## config.mk

```make
export PLATFORM = sky130hd
export DESIGN_NAME = qsm_fifo
export DESIGN_NICKNAME = d
export VERILOG_FILES = /design/src/rtl/core/qsm_pkg.sv /design/src/rtl/core/qsm_fifo.sv
export SDC_FILE = /design/constraint.sdc
export NUM_CORES = 1
export LEC_CHECK = 0
export BUFFER_PORTS_ARGS = -buffer_cell sky130_fd_sc_hd__buf_2
export CAP_MARGIN = 5
export CORE_MARGIN = 2
export CORE_UTILIZATION = 55
export DETAILED_ROUTE_END_ITERATION = 8
export PLACE_DENSITY_LB_ADDON = 0.25
export SYNTH_ARGS = -nofsm -noshare
export SYNTH_HDL_FRONTEND = slang
export SYNTH_SLANG_ARGS = --single-unit
```

## constraint.sdc

```tcl
create_clock -name clk -period 4.2 [get_ports clk]
set_input_delay 0.42 -clock clk [delete_from_list [all_inputs] [get_ports clk]]
set_output_delay 0.42 -clock clk [all_outputs]
set_load 0.01 [all_outputs]
```

## src/rtl/core/qsm_pkg.sv

```systemverilog
`timescale 1ns / 1ps
`default_nettype none
// ----------------------------------------------------------------------------
// qsm_pkg: shared types and constants for the QAM slicer / MER window
// Holds widths, per-mode tables and the front/back queue entry type.
// ----------------------------------------------------------------------------
package qsm_pkg;

  localparam int SampleBits = 16;
  localparam int AccBits    = 45;
  localparam int SumBits    = 52;
  localparam int SymBits    = 48;
  localparam int WindowMax  = 64;
  localparam int SlotBits   = 6;
  localparam int CountBits  = 7;

  localparam logic [AccBits-1:0] AccMax = {AccBits{1'b1}};
  localparam logic [SumBits-1:0] SumMax = {SumBits{1'b1}};

  typedef enum logic [2:0] {
    MOD_QPSK    = 3'd0,
    MOD_QAM16   = 3'd1,
    MOD_QAM64   = 3'd2,
    MOD_QAM256  = 3'd3,
    MOD_QAM1024 = 3'd4,
    MOD_QAM4096 = 3'd5
  } mod_t;

  localparam logic REG_MODULATION    = 1'b0;
  localparam logic REG_WINDOW_LENGTH = 1'b1;

  // One closed-or-open batch contribution between front and back.
  typedef struct packed {
    logic [AccBits-1:0] err_pow;
    logic [AccBits-1:0] ref_pow;
    logic               last;
  } pow_item_t;

  function automatic logic [17:0] root_q12(input logic [2:0] m);
    case (m)
      MOD_QPSK:    root_q12 = 18'd5793;
      MOD_QAM16:   root_q12 = 18'd12953;
      MOD_QAM64:   root_q12 = 18'd26545;
      MOD_QAM256:  root_q12 = 18'd53405;
      MOD_QAM1024: root_q12 = 18'd106968;
      default:     root_q12 = 18'd214014;
    endcase
  endfunction

  function automatic logic [11:0] scale_q12(input logic [2:0] m);
    case (m)
      MOD_QPSK:    scale_q12 = 12'd2896;
      MOD_QAM16:   scale_q12 = 12'd1295;
      MOD_QAM64:   scale_q12 = 12'd632;
      MOD_QAM256:  scale_q12 = 12'd314;
      MOD_QAM1024: scale_q12 = 12'd157;
      default:     scale_q12 = 12'd78;
    endcase
  endfunction

  function automatic logic [5:0] top_level(input logic [2:0] m);
    case (m)
      MOD_QPSK:    top_level = 6'd1;
      MOD_QAM16:   top_level = 6'd3;
      MOD_QAM64:   top_level = 6'd7;
      MOD_QAM256:  top_level = 6'd15;
      MOD_QAM1024: top_level = 6'd31;
      default:     top_level = 6'd63;
    endcase
  endfunction

endpackage
`default_nettype wire

```

## src/rtl/core/qsm_fifo.sv

```systemverilog
`timescale 1ns / 1ps
`default_nettype none
// ----------------------------------------------------------------------------
// qsm_fifo: four-entry queue between slicer and window
// Decouples the slicer pipeline from the window update stalls.
// ----------------------------------------------------------------------------
module qsm_fifo (
  input  wire logic               clk,
  input  wire logic               rst,
  input  wire logic               wr_valid,
  output logic                    wr_ready,
  input  wire qsm_pkg::pow_item_t wr_item,
  output logic                    rd_valid,
  input  wire logic               rd_ready,
  output qsm_pkg::pow_item_t      rd_item
);
  import qsm_pkg::*;

  pow_item_t  mem [4];
  logic [1:0] wp, rp;
  logic [2:0] cnt;
  logic       wr, rd;

  assign wr_ready = cnt != 3'd4;
  assign rd_valid = cnt != 3'd0;
  assign wr = wr_valid && wr_ready;
  assign rd = rd_valid && rd_ready;
  assign rd_item = mem[rp];

  always_ff @(posedge clk) begin
    if (rst) begin
      wp <= '0; rp <= '0; cnt <= '0;
    end else begin
      if (wr) wp <= wp + 2'd1;
      if (rd) rp <= rp + 2'd1;
      cnt <= cnt + 3'(wr) - 3'(rd);
    end
    if (wr) mem[wp] <= wr_item;
  end

endmodule
`default_nettype wire

```

==> run metrics <==
DRC viols 0; met1 usage 28.0%; WHS Path Cells 1; chip width 162 um; r2r startpoint cnt[1]; setup bufs post-CTS 0; PortBufs 187; routed wire length 25200 um; kind of cell adding the most delay to the critical path flip-flops; max incr delay on CP 850 ps; total CTS buffers 38; Power, Total 0.0103 W; Crit-path slowest cell dfxtp_4; synth top area cells edfxtp_1, mux4_2, buf_12; met3 GRT Util 5.44%; CTS tree done; Setup TNS 0 ps; GR Layer Usage met2 30.2%; post-synthesis sequential area ratio 81.2%; Arr. time, crit path 2510 ps; Clk pin slew, worst setup/hold paths 60 ps; CTS Hold Bufs 0; clock sinks 373; Area Overhead vs Synth 18.4%; PwrDens 638 nW/um^2; Syn Inst Count 524; largest net degree at the start of global routing 63; CP endpoint kind output port; Root Driver clkbuf_16; I/O pin count 188; initial core utilization 56.1%; hold path start wr_item[15]; Core Util, Final 66.5%; kind of critical path reg2out; WHS Endpoint mem[3][15]; max frequency 341 MHz; vias in the first global route 6582; Max clock buf depth 3; Yosys warning total 0; htree depth 2; # resized after CTS 0; Via density 5.68; share of the synthesized area in the top cell type 79.8%; worst-path cell chain buf_4, mux4_2, buf_2; Pleak 5.45 nW; post-detail-place hpwl 15300 um; Die Height 162 um; Clock Skews 14.0 ps; post-synth top area cell edfxtp_1; Max Cap Viol 0; DR iter-0 viols 444; core area 24400 sq um; Worst-Margin Slew 956 ps; first-pass GRT wire length 38200 um; run status finished clean; Reg2Reg Capture Point cnt[2]; Worst EP required 3780 ps; most frequent cells in the layout edfxtp_1, buf_2, mux4_2, clkbuf_16; Worst-Skew Late Latency 510 ps; DR WL/cell 23.0 um; GRT Util Overall 19.6%; Routed Antenna Nets 0; max-slew violations 0; Synthesized Nets 626; total iterations of the first detailed-routing run 5; layout cells sized above 1 45.4%; worst path bufs/invs 2; unrepaired setup endpoints after global routing no; final setup vio count 0; gpl congestion 0.759; commonest non-fill, non-tap cell in the layout edfxtp_1; maximum vdd ir drop 0.516 mV; period utilization 69.7%; full die area 26200 sq um; # nets final 843; Place WS 1600 ps; class of the worst hold path in2reg; Cell Area, Synth 13700 sq um; Avg Synthesized Cell Area 26.1 sq um; CP Launch Type flip-flop; CP max FO 38; GR peak layer met2; DR vias 6230; #FFs+latches synth 373; final worst path period need 2930 ps; initial antenna violation count 6; synth unique cells 24; worst reg2reg setup slack 1570 ps; row cnt 57; total gr overflow 0; Final Hold Fails 0; final setup margin 1270 ps; Reg2Reg Depth 11; Slew HR 36.3%
[cell families (layout without fill, tap and decap cells)]
| kind of cell | count (synthesis) | count (layout) | share of synthesized area, % |
|---|---|---|---|
| other cells | 0 | 3 | 0 |
| simple gates | 19 | 19 | 0.695 |
| xor+xnor | 3 | 3 | 0.192 |
| buf+inv | 26 | 271 | 1.92 |
| fa+ha+maj | 7 | 7 | 0.695 |
| flops | 373 | 373 | 81.2 |
| compound gates | 3 | 3 | 0.210 |
| mux | 93 | 93 | 15.1 |
[metrics by stage]
step	instance area (sq um)	std cells	hold WS, ps
2_1_floorplan	13700	524	482
3_3_place_gp	14900	1025	489
3_5_place_dp	14900	1025	516
4_1_cts	16200	1093	104
5_1_grt	16200	1093	103
6_report	16200	1096	118
[worst max-delay path by stage]
stage | startpoint | slack [ps] | end | cells past startpoint
2_1_floorplan | cnt[1] | 830 | mem[0][0] | 3
3_3_place_gp | flip-flop | 1730 | rd_item[88] | 3
3_5_place_dp | cnt[1] | 1600 | cnt[2] | 11
4_1_cts | flip-flop | 1160 | rd_item[65] | 3
5_1_grt | flip-flop | 1050 | rd_item[59] | 3
6_report | flip-flop | 1270 | rd_item[65] | 3
[worst reg2reg max path, delay by kind of cell (launching register included)]
| family | cells | cell delay [ps] |
|---|---|---|
| flip-flops | 1 | 450 |
| AO/OA/AOI/OAI | 1 | 390 |
| adder cells (fa/ha/maj) | 3 | 890 |
| XOR/XNOR | 1 | 170 |
| AND/OR/NAND/NOR | 3 | 420 |
| buffers and inverters | 3 | 240 |
[synthesized netlist by cell type]
cell and n:
clkbuf_1 2, nor2b_1 1, dfxtp_1 9, nand2_1 1, or3_1 1, xnor2_1 1, inv_1 5, a21boi_2 1
nor3_1 1, and2_1 5, o311ai_0 1, buf_12 9, mux4_2 91, ha_1 6, edfxtp_1 364, nand2b_1 2
buf_6 1, o31a_1 1, nor2_1 8, mux2_2 1, fa_1 1, buf_2 9, mux2i_1 1, xor2_1 2
[layout make-up]
type                            instances  area (sq um)
Antenna cell                            3          7.51
Clock buffer                           49          1060
Clock inverter                         19           221
Fill cell                            1615          8180
Inverter                                5          18.8
Multi-Input combinational cell        125          2330
Sequential cell                       373         11100
Tap cell                              324           405
Timing Repair Buffer                  198          1060
[registers in the layout (all words and copies together) (netlist names), named ones only]
name and cells:
mem 364, wp 2, rp 2, cnt 3
[layer usage]
metal,part of all wire (%),vias to the layer above,routed length (um)
met5,0.15,-,38
met4,2.1,6,524
met3,8.7,50,2190
met2,47,257,11900
met1,42,3231,10600
li1,-,2686,-
[report_power, final]
group | internal, W | leakage (nW) | switching, W | total (W)
Sequential | 0.00457 | 3.41 | 0.000243 | 0.00481
Combinational | 0.00105 | 1.43 | 0.00110 | 0.00215
Clock | 0.00208 | 0.616 | 0.00130 | 0.00339
Total | 0.00770 | 5.45 | 0.00265 | 0.0103
Note: power is estimated with default switching activity, not from simulation.
